==> src/iff_pkg.sv <==
// Package for the integer field formatter: request and result item types,
// conversion codes, flag positions, character codes and the digit-to-ASCII map.
// No dependencies.
package iff_pkg;

   localparam int DIGIT_SLOTS     = 24;
   localparam int MAX_FIELD_CHARS = 64;
   localparam int MAX_PREC        = MAX_FIELD_CHARS - 2;
   localparam int VALUE_W         = 64;
   localparam int BCD_DIGITS      = 20;
   localparam int WORK_W          = BCD_DIGITS * 4;
   localparam int SLOT_W          = $clog2(DIGIT_SLOTS);
   localparam int CNT_W           = $clog2(MAX_FIELD_CHARS + 1);
   localparam int BIT_CNT_W       = $clog2(VALUE_W);
   localparam int PTR_PREC        = 8;

   // conversion codes
   localparam logic [2:0] CONV_SDEC = 3'd0;
   localparam logic [2:0] CONV_UDEC = 3'd1;
   localparam logic [2:0] CONV_OCT  = 3'd2;
   localparam logic [2:0] CONV_LHEX = 3'd3;
   localparam logic [2:0] CONV_UHEX = 3'd4;
   localparam logic [2:0] CONV_PTR  = 3'd5;

   // flag bit positions
   localparam int FLAG_PLUS  = 0;
   localparam int FLAG_MINUS = 1;
   localparam int FLAG_POUND = 2;
   localparam int FLAG_BLANK = 3;
   localparam int FLAG_ZERO  = 4;

   localparam logic [7:0] CH_SPACE = 8'h20;
   localparam logic [7:0] CH_ZERO  = 8'h30;
   localparam logic [7:0] CH_MINUS = 8'h2D;
   localparam logic [7:0] CH_PLUS  = 8'h2B;
   localparam logic [7:0] CH_LX    = 8'h78;
   localparam logic [7:0] CH_UX    = 8'h58;

   typedef struct packed {
      logic [63:0] value;
      logic [2:0]  conv_type;
      logic        is_64bit;
      logic [4:0]  format_flags;
      logic [6:0]  field_width;
      logic        precision_given;
      logic [5:0]  precision;
   } iff_req_type;

   typedef struct packed {
      logic [7:0] out_char;
      logic       last_char;
   } iff_rsp_type;

   typedef enum logic [2:0] {
      ST_IDLE,
      ST_PREP,
      ST_DABBLE,
      ST_EXTRACT,
      ST_LAYOUT,
      ST_BOUND,
      ST_EMIT
   } iff_state_type;

   function automatic logic [7:0] digit_char(input logic [3:0] d, input logic upper);
      logic [7:0] c;
      if (d < 4'd10) begin
         c = CH_ZERO + {4'b0, d};
      end else begin
         // 'A' - 10 and 'a' - 10
         c = (upper ? 8'h37 : 8'h57) + {4'b0, d};
      end
      return c;
   endfunction

endpackage

==> src/integer_field_formatter_top.sv <==
// Integer field formatter: turns one conversion request into printf-style text,
// one character per result item. Depends on iff_pkg.
//
//  channel | ports                               | payload
//  --------+-------------------------------------+-------------------------------
//  request | req_valid, req_stall, req_data      | iff_req_type (value, flags ...)
//  result  | rsp_valid, rsp_stall, rsp_data      | iff_rsp_type (out_char, last_char)
//
// One item at a time. The request is captured in IDLE and set up in PREP; decimal
// conversions then run a shift-and-add-3 binary to BCD pass (DABBLE) through the
// shared shifter. Digit extraction (EXTRACT) handles up to 22 octal digits, layout
// runs through LAYOUT and BOUND, and the field is sent at one character per cycle
// while the result side does not stall (up to 64 characters).
// Reset is synchronous and clears the sequencer and the result valid; a stall
// on the result side freezes emission, the request side stays stalled until the
// last character of the field has been loaded into the output register.
module integer_field_formatter_top
   import iff_pkg::*;
(
   input  logic        clock,
   input  logic        reset,
   input  logic        req_valid,
   output logic        req_stall,
   input  iff_req_type req_data,
   output logic        rsp_valid,
   input  logic        rsp_stall,
   output iff_rsp_type rsp_data
);

   iff_state_type state_ff, state_in;
   iff_req_type   req_ff, req_in;
   logic          rsp_valid_ff, rsp_valid_in;
   iff_rsp_type   rsp_data_ff, rsp_data_in;

   logic                 base16_ff, base16_in;
   logic                 dec_ff, dec_in;
   logic                 upper_ff, upper_in;
   logic                 minus_ff, minus_in;
   logic                 fzero_ff, fzero_in;
   logic [6:0]           wid_ff, wid_in;
   logic signed [7:0]    numw_ff, numw_in;
   logic [1:0]           npre_ff, npre_in;
   logic [7:0]           pre0_ff, pre0_in;
   logic [7:0]           pre1_ff, pre1_in;
   logic [VALUE_W-1:0]   bin_ff, bin_in;
   logic [WORK_W-1:0]    work_ff, work_in;
   logic [BIT_CNT_W-1:0] bit_cnt_ff, bit_cnt_in;
   logic [SLOT_W:0]      nd_ff, nd_in;
   logic [CNT_W-1:0]     zeros_ff, zeros_in;
   logic [CNT_W-1:0]     body_ff, body_in;
   logic [CNT_W-1:0]     b1_ff, b1_in, b2_ff, b2_in, b3_ff, b3_in, b4_ff, b4_in;
   logic [CNT_W-1:0]     total_ff, total_in;
   logic [CNT_W-1:0]     pos_ff, pos_in;

   logic [3:0]           digit_store [DIGIT_SLOTS];
   logic                 store_we;
   logic [3:0]           store_wdata;
   logic [3:0]           digit_ff;

   // setup and layout temporaries
   logic [63:0]          mag, absmag;
   logic                 neg, pg;
   logic [5:0]           prec_s;
   logic [6:0]           w_s;
   logic [WORK_W-1:0]    adj;
   logic [3:0]           nib;
   logic signed [7:0]    numw_f, nd_s, npre_s, wmn, maxw;
   logic [CNT_W-1:0]     pad, lead, trail;
   logic                 advance;
   logic [SLOT_W-1:0]    didx;
   logic [7:0]           ch;

   assign req_stall = (state_ff != ST_IDLE);
   assign rsp_valid = rsp_valid_ff;
   assign rsp_data  = rsp_data_ff;

   always_ff @(posedge clock) begin
      if (reset) begin
         state_ff     <= ST_IDLE;
         rsp_valid_ff <= 1'b0;
         pos_ff       <= '0;
         nd_ff        <= '0;
      end else begin
         state_ff     <= state_in;
         rsp_valid_ff <= rsp_valid_in;
         pos_ff       <= pos_in;
         nd_ff        <= nd_in;
      end
   end

   always_ff @(posedge clock) begin
      req_ff      <= req_in;
      rsp_data_ff <= rsp_data_in;
      base16_ff   <= base16_in;
      dec_ff      <= dec_in;
      upper_ff    <= upper_in;
      minus_ff    <= minus_in;
      fzero_ff    <= fzero_in;
      wid_ff      <= wid_in;
      numw_ff     <= numw_in;
      npre_ff     <= npre_in;
      pre0_ff     <= pre0_in;
      pre1_ff     <= pre1_in;
      bin_ff      <= bin_in;
      work_ff     <= work_in;
      bit_cnt_ff  <= bit_cnt_in;
      zeros_ff    <= zeros_in;
      body_ff     <= body_in;
      b1_ff       <= b1_in;
      b2_ff       <= b2_in;
      b3_ff       <= b3_in;
      b4_ff       <= b4_in;
      total_ff    <= total_in;
   end

   // fetch the digit for the next emit position, so it is registered when that position is sent
   always_ff @(posedge clock) begin
      if (store_we) begin
         digit_store[nd_ff[SLOT_W-1:0]] <= store_wdata;
      end
      digit_ff <= digit_store[didx];
   end

   always_comb begin
      state_in     = state_ff;
      req_in       = req_ff;
      base16_in    = base16_ff;
      dec_in       = dec_ff;
      upper_in     = upper_ff;
      minus_in     = minus_ff;
      fzero_in     = fzero_ff;
      wid_in       = wid_ff;
      numw_in      = numw_ff;
      npre_in      = npre_ff;
      pre0_in      = pre0_ff;
      pre1_in      = pre1_ff;
      bin_in       = bin_ff;
      work_in      = work_ff;
      bit_cnt_in   = bit_cnt_ff;
      nd_in        = nd_ff;
      zeros_in     = zeros_ff;
      body_in      = body_ff;
      b1_in        = b1_ff;
      b2_in        = b2_ff;
      b3_in        = b3_ff;
      b4_in        = b4_ff;
      total_in     = total_ff;
      pos_in       = pos_ff;
      store_we     = 1'b0;
      store_wdata  = work_ff[3:0];

      rsp_valid_in = rsp_valid_ff && rsp_stall;
      rsp_data_in  = rsp_data_ff;

      // setup decode
      w_s    = (req_ff.field_width > 7'(MAX_FIELD_CHARS)) ? 7'(MAX_FIELD_CHARS)
                                                          : req_ff.field_width;
      prec_s = (req_ff.precision > 6'(MAX_PREC)) ? 6'(MAX_PREC) : req_ff.precision;
      mag    = req_ff.value;
      if (!req_ff.is_64bit) begin
         if (req_ff.conv_type == CONV_SDEC) begin
            mag = {{32{req_ff.value[31]}}, req_ff.value[31:0]};
         end else begin
            mag = {32'b0, req_ff.value[31:0]};
         end
      end
      pg = req_ff.precision_given || (req_ff.conv_type == CONV_PTR);
      if (req_ff.conv_type == CONV_PTR) begin
         prec_s = 6'(PTR_PREC);
      end
      neg    = (req_ff.conv_type == CONV_SDEC) && mag[63];
      absmag = neg ? (64'd0 - mag) : mag;

      // shift-and-add-3 correction on every BCD digit
      adj = '0;
      for (int i = 0; i < BCD_DIGITS; i++) begin
         nib = work_ff[4*i +: 4];
         adj[4*i +: 4] = (nib >= 4'd5) ? (nib + 4'd3) : nib;
      end

      // layout arithmetic
      npre_s = $signed({6'b0, npre_ff});
      nd_s   = $signed({{(7-SLOT_W){1'b0}}, nd_ff});
      wmn    = $signed({1'b0, wid_ff}) - npre_s;
      numw_f = (fzero_ff && (wmn > numw_ff)) ? wmn : numw_ff;
      maxw   = (numw_f > nd_s) ? numw_f : nd_s;
      pad    = (wid_ff > body_ff) ? (wid_ff - body_ff) : '0;
      lead   = minus_ff ? '0 : pad;
      trail  = minus_ff ? pad : '0;

      // emission
      advance = (state_ff == ST_EMIT) && (!rsp_valid_ff || !rsp_stall);
      if (pos_ff < b1_ff) begin
         ch = CH_SPACE;
      end else if (pos_ff < b2_ff) begin
         ch = (pos_ff == b1_ff) ? pre0_ff : pre1_ff;
      end else if (pos_ff < b3_ff) begin
         ch = CH_ZERO;
      end else if (pos_ff < b4_ff) begin
         ch = digit_char(digit_ff, upper_ff);
      end else begin
         ch = CH_SPACE;
      end

      case (state_ff)
         ST_IDLE: begin
            if (req_valid) begin
               req_in   = req_data;
               state_in = ST_PREP;
            end
         end
         ST_PREP: begin
            wid_in    = w_s;
            minus_in  = req_ff.format_flags[FLAG_MINUS];
            fzero_in  = req_ff.format_flags[FLAG_ZERO] && !pg
                        && !req_ff.format_flags[FLAG_MINUS];
            base16_in = (req_ff.conv_type >= CONV_LHEX);
            dec_in    = (req_ff.conv_type == CONV_SDEC) || (req_ff.conv_type == CONV_UDEC);
            upper_in  = (req_ff.conv_type == CONV_UHEX) || (req_ff.conv_type == CONV_PTR);
            numw_in   = pg ? $signed({2'b0, prec_s}) : 8'sd1;
            npre_in   = 2'd0;
            pre0_in   = CH_ZERO;
            pre1_in   = CH_ZERO;
            if (req_ff.conv_type == CONV_SDEC) begin
               if (neg) begin
                  npre_in = 2'd1;
                  pre0_in = CH_MINUS;
               end else if (req_ff.format_flags[FLAG_PLUS]) begin
                  npre_in = 2'd1;
                  pre0_in = CH_PLUS;
               end else if (req_ff.format_flags[FLAG_BLANK]) begin
                  npre_in = 2'd1;
                  pre0_in = CH_SPACE;
               end
            end else if (req_ff.format_flags[FLAG_POUND] && (absmag != 64'd0)) begin
               case (req_ff.conv_type)
                  CONV_LHEX: begin
                     npre_in = 2'd2;
                     pre1_in = CH_LX;
                  end
                  CONV_UHEX, CONV_PTR: begin
                     npre_in = 2'd2;
                     pre1_in = CH_UX;
                  end
                  CONV_OCT: begin
                     // the leading octal zero counts toward precision
                     npre_in = 2'd1;
                     numw_in = (pg ? $signed({2'b0, prec_s}) : 8'sd1) - 8'sd1;
                  end
                  default: begin
                  end
               endcase
            end
            nd_in = '0;
            if (req_ff.conv_type > CONV_PTR) begin
               state_in = ST_IDLE;
            end else if ((req_ff.conv_type == CONV_SDEC) || (req_ff.conv_type == CONV_UDEC)) begin
               bin_in     = absmag;
               work_in    = '0;
               bit_cnt_in = '0;
               state_in   = ST_DABBLE;
            end else begin
               work_in  = WORK_W'(absmag);
               state_in = ST_EXTRACT;
            end
         end
         ST_DABBLE: begin
            work_in    = {adj[WORK_W-2:0], bin_ff[VALUE_W-1]};
            bin_in     = {bin_ff[VALUE_W-2:0], 1'b0};
            bit_cnt_in = bit_cnt_ff + 1'b1;
            if (bit_cnt_ff == BIT_CNT_W'(VALUE_W - 1)) begin
               state_in = ST_EXTRACT;
            end
         end
         ST_EXTRACT: begin
            if ((work_ff == '0) || (nd_ff == (SLOT_W+1)'(DIGIT_SLOTS))) begin
               state_in = ST_LAYOUT;
            end else begin
               store_we    = 1'b1;
               store_wdata = (base16_ff || dec_ff) ? work_ff[3:0] : {1'b0, work_ff[2:0]};
               work_in     = (base16_ff || dec_ff) ? (work_ff >> 4) : (work_ff >> 3);
               nd_in       = nd_ff + 1'b1;
            end
         end
         ST_LAYOUT: begin
            zeros_in = (numw_f > nd_s) ? CNT_W'(numw_f - nd_s) : '0;
            body_in  = CNT_W'(maxw) + CNT_W'(npre_ff);
            state_in = ST_BOUND;
         end
         ST_BOUND: begin
            b1_in    = lead;
            b2_in    = lead + CNT_W'(npre_ff);
            b3_in    = lead + CNT_W'(npre_ff) + zeros_ff;
            b4_in    = lead + CNT_W'(npre_ff) + zeros_ff + CNT_W'(nd_ff);
            total_in = lead + CNT_W'(npre_ff) + zeros_ff + CNT_W'(nd_ff) + trail;
            pos_in   = '0;
            // an empty field sends nothing
            if ((lead + CNT_W'(npre_ff) + zeros_ff + CNT_W'(nd_ff) + trail) == '0) begin
               state_in = ST_IDLE;
            end else begin
               state_in = ST_EMIT;
            end
         end
         ST_EMIT: begin
            if (advance) begin
               rsp_valid_in          = 1'b1;
               rsp_data_in.out_char  = ch;
               rsp_data_in.last_char = (pos_ff == total_ff - 1'b1);
               pos_in                = pos_ff + 1'b1;
               if (pos_ff == total_ff - 1'b1) begin
                  state_in = ST_IDLE;
               end
            end
         end
         default: begin
            state_in = ST_IDLE;
         end
      endcase

      // store slot of the digit sent at the next emit position
      didx = SLOT_W'(b4_in - pos_in - 7'd1);
   end

   // the digit store never fills: at most 22 octal digits
   a_digits_fit: assert property (@(posedge clock) disable iff (reset)
      (state_ff == ST_LAYOUT) |-> (nd_ff < (SLOT_W+1)'(DIGIT_SLOTS)))
      else $error("digit count reached the store depth");

   a_emit_in_field: assert property (@(posedge clock) disable iff (reset)
      (state_ff == ST_EMIT) |-> (pos_ff < total_ff))
      else $error("emit position beyond field length");

   // a pending last character with emission under way means a fresh field
   a_last_then_fresh: assert property (@(posedge clock) disable iff (reset)
      (state_ff == ST_EMIT && rsp_valid_ff && rsp_data_ff.last_char) |-> (pos_ff == '0))
      else $error("field continued past its last character");

   a_sent_field_ends: assert property (@(posedge clock) disable iff (reset)
      (advance && (pos_ff == total_ff - 1'b1)) |=> (state_ff == ST_IDLE && rsp_data_ff.last_char))
      else $error("last character not marked or sequencer not idle");

endmodule
==> config.mk <==
export PLATFORM = sky130hd
export DESIGN_NAME = integer_field_formatter_top
export DESIGN_NICKNAME = d
export VERILOG_FILES = /design/src/iff_pkg.sv /design/src/integer_field_formatter_top.sv
export SDC_FILE = /design/constraint.sdc
export NUM_CORES = 1
export LEC_CHECK = 0
export ABC_AREA = 1
export BUFFER_PORTS_ARGS = -buffer_cell sky130_fd_sc_hd__buf_2
export CORE_ASPECT_RATIO = 0.7
export CORE_MARGIN = 8
export CORE_UTILIZATION = 38
export DETAILED_ROUTE_END_ITERATION = 6
export PLACE_DENSITY = 0.57
export SYNTH_ARGS = -nofsm -noshare
export SYNTH_HDL_FRONTEND = slang
export SYNTH_SLANG_ARGS = --single-unit
==> constraint.sdc <==
create_clock -name clock -period 5.3 [get_ports clock]
set_input_delay 0.795 -clock clock [delete_from_list [all_inputs] [get_ports clock]]
set_output_delay 0.795 -clock clock [all_outputs]
set_load 0.005 [all_outputs]
==> results.json <==
{
  "nets": 3306,
  "antenna_found_initial": 0,
  "fp.dieW_um": 328,
  "synth-edff-count": 412,
  "syn_avg_cell_area_um2": 8.89,
  "p_per_area_mw_per_mm2": 514,
  "ys_top_cells_by_count": "nand2_1 (575), edfxtp_1 (412), inv_1 (338), o21ai_0 (300), nor2_1 (280)",
  "htreeDepth": 2,
  "min_path_cells": 1,
  "fillers": 6518,
  "start_util": 0.381,
  "place_congestion": 0.901,
  "ctsLongestPathBuffers": 3,
  "rr_worst_depth": 26,
  "final.setup_skew_ps": 20.8,
  "avgRoutedWirePerCell_um": 17.6,
  "cp_max_fo": 3,
  "ys_seq_area_frac": 0.499,
  "slowest_stage": "fa_2",
  "startpoint_type": "register",
  "numClockSinks": 438,
  "cts_root_buf": "clkbuf_16",
  "fmax_ghz": 0.191,
  "synth.distinct_cells": 55,
  "synth_area_leader_cell": "edfxtp_1",
  "antenna_cells": 0,
  "drive_gt1_frac": 0.141,
  "drc_errors": 0,
  "grt_pass1_wl_um": 110000,
  "crit_path_end_kind": "register",
  "finalHoldViolations": 0,
  "async_flop_share": 0,
  "ys_warn_count": 0,
  "core_area_mm2": 0.0677,
  "grt_overflow": 0,
  "finalMaxSlewViolations": 0,
  "synth_nets": 3148,
  "ioPinCount": 102,
  "critPathMaxStageDelay_ps": 590,
  "areaGrowthSynthToFinish_pct": 16.1,
  "holdPathEnd": "req_ff[62]",
  "period_share": 0.989,
  "first_pass_iters": 7,
  "crit_family": "adder cells",
  "clk_latency_ps": 600,
  "dp_hpwl_um": 50800,
  "reg2reg_to": "state_ff[1]",
  "p_leak_nw": 12.1,
  "netlist_instances": 2904,
  "via_count": 20914,
  "status": "completed",
  "synth_top_area_frac": 0.479,
  "crit_type": "register to register",
  "r2r_setup_slack_ps": 60,
  "synthesis.area_mm2": 0.0258,
  "vdd_drop_max_v": 0.000273,
  "final_cell_area_mm2": 0.0300,
  "timing.max_cap.violations": 0,
  "worst_r2r_startpoint": "wid_ff[1]",
  "die_area_mm2": 0.0767,
  "rsz0062_at_grt": "true",
  "slew_headroom": 0.245,
  "grt_pass1_vias": 19857,
  "drt_iter0_markers": 1886,
  "dpl_cell_area_mm2": 0.0277,
  "viasPerCell": 5.23,
  "die_y_um": 234,
  "clk_pin_slew_worst_paths_ps": 60,
  "place.port_buffers": 100,
  "synth_area_leaders": "edfxtp_1 (48%), nand2_1 (8.4%), ha_1 (7.0%)",
  "worstMarginPinSlew_ps": 1130,
  "cpMostUsedCell": "nand2_2",
  "hp-start": "req_data[62]",
  "cts_tree": "yes",
  "cts_inserted_buffers": 47,
  "fin_crit_ps": 5240,
  "cp.arrival_ps": 5700,
  "grt_usage": 0.177,
  "p_total_mw": 15.4,
  "final_core_util": 0.443,
  "min_path_type": "input pin to register",
  "worst-path-buf-inv": 4,
  "synth_ff_type": "edfxtp_1",
  "setup_violations": 0,
  "required_ps": 5750,
  "rows": 80,
  "wirelength_um": 70300,
  "ant_nets": 0,
  "synth_most_common_cell": "nand2_1",
  "grt_max_degree": 105,
  "synth-seq-cells": 438
}
==> stage by stage <==
stage | TNS, ps | instances | hold WS (ps) | setup slack [ps]
2_1_floorplan | 0 | 2904 | 427 | 27.0
3_3_place_gp | -269 | 3888 | 439 | -144
3_5_place_dp | -1770 | 3888 | 438 | -317
4_1_cts | 0 | 3974 | 331 | 9.36
5_1_grt | -1100 | 3999 | 334 | -169
6_report | 0 | 3999 | 367 | 57.6
==> kinds of logic after synthesis <==
logic type / synth area share
and+or+nand+nor: 0.191
AOI/OAI and AO/OA: 0.137
buffers and inverters: 0.0669
DFF: 0.499
adders and majority gates: 0.0768
xor gates and xnor gates: 0.0285
other: 0.000145
==> worst register-to-register path: stages (launching register included) <==
cell and delay (ps):
edfxtp_1 400, buf_6 160, ha_4 270, nand2_2 50, nand2_2 80, nand3_2 80, nand2_2 100, nand2_4 70
nor3_4 220, ha_2 240, fa_2 480, fa_2 590, inv_2 50, fa_2 540, inv_2 50, buf_6 110
ha_4 260, nand3_2 80, nand2_2 110, xor2_2 70, or4_1 540, nor3_2 190, nand3_2 120, nand2_2 90
nand2_1 50, nand2_1 60, a21oi_1 50
==> state kept, by name, summed over array words and instances, names as in the netlist, 4 cells and up <==
| signal | count |
|---|---|
| nd_ff | 6 |
| digit_ff | 4 |
| work_ff | 80 |
| body_ff | 7 |
| bit_cnt_ff | 6 |
| b2_ff | 7 |
| b3_ff | 7 |
| rsp_data | 8 |
| digit_store | 96 |
| wid_ff | 7 |
| pos_ff | 7 |
| bin_ff | 64 |
| pre0_ff | 4 |
| b1_ff | 7 |
| zeros_ff | 7 |
| b4_ff | 7 |
| numw_ff | 7 |
| req_ff | 87 |
| total_ff | 7 |
==> how the worst max path moves through the flow <==
| stage | to | from | cells after the start | slack (ps) |
|---|---|---|---|---|
| 2_1_floorplan | body_ff[2] | npre_ff[1] | 28 | 30 |
| 3_3_place_gp | state_ff[1] | wid_ff[2] | 33 | -140 |
| 3_5_place_dp | state_ff[1] | wid_ff[2] | 34 | -320 |
| 4_1_cts | state_ff[1] | wid_ff[1] | 24 | 9 |
| 5_1_grt | state_ff[1] | wid_ff[1] | 26 | -170 |
| 6_report | state_ff[1] | wid_ff[1] | 26 | 60 |
==> routing by layer <==
metal	up-vias	GRT usage	part of all wire
met3	88	0.0258	0.063
met2	608	0.261	0.42
met5	-	0	0
met1	9893	0.274	0.50
met4	0	0.0369	0.018
li1	10325	-	-
==> repair_timing <==
item,in CTS,in global routing
buffers inserted,2,25
resized for setup,18,108
hold buffers,0,0
hold endpoints to repair,0,0
setup endpoints to repair,13,13
gates cloned,0,0
pin swaps,6,59
==> power breakdown <==
| group | internal (mW) | switching, mW | total [mW] |
|---|---|---|---|
| combinational | 2.22 | 4.12 | 6.35 |
| sequential | 5.12 | 0.623 | 5.74 |
| clock | 1.91 | 1.40 | 3.30 |
| total | 9.25 | 6.14 | 15.4 |
==> final cells by class <==
class                      count  area [um2]  area share
clock buffer                  61        1250      0.0417
clock inverter                23         256     0.00856
inverter                     355        1340      0.0446
multi-input combinational   2018       11800       0.393
sequential                   438       12900       0.430
tap                          902        1130      0.0377
timing repair buffer         202        1320      0.0442
==> placed cells by master, fill, tap and decap left out, types with 59 or more instances in the layout <==
| cell type | synthesis | final |
|---|---|---|
| nand2_1 | 575 | 553 |
| nand3_1 | 146 | 140 |
| nor2_1 | 280 | 275 |
| inv_1 | 338 | 326 |
| xor2_1 | 62 | 59 |
| buf_4 | 4 | 94 |
| o21ai_0 | 300 | 285 |
| buf_2 | 9 | 100 |
| ha_1 | 144 | 125 |
| a21oi_1 | 175 | 165 |
| edfxtp_1 | 412 | 412 |
(Power assumes the default switching activity.)
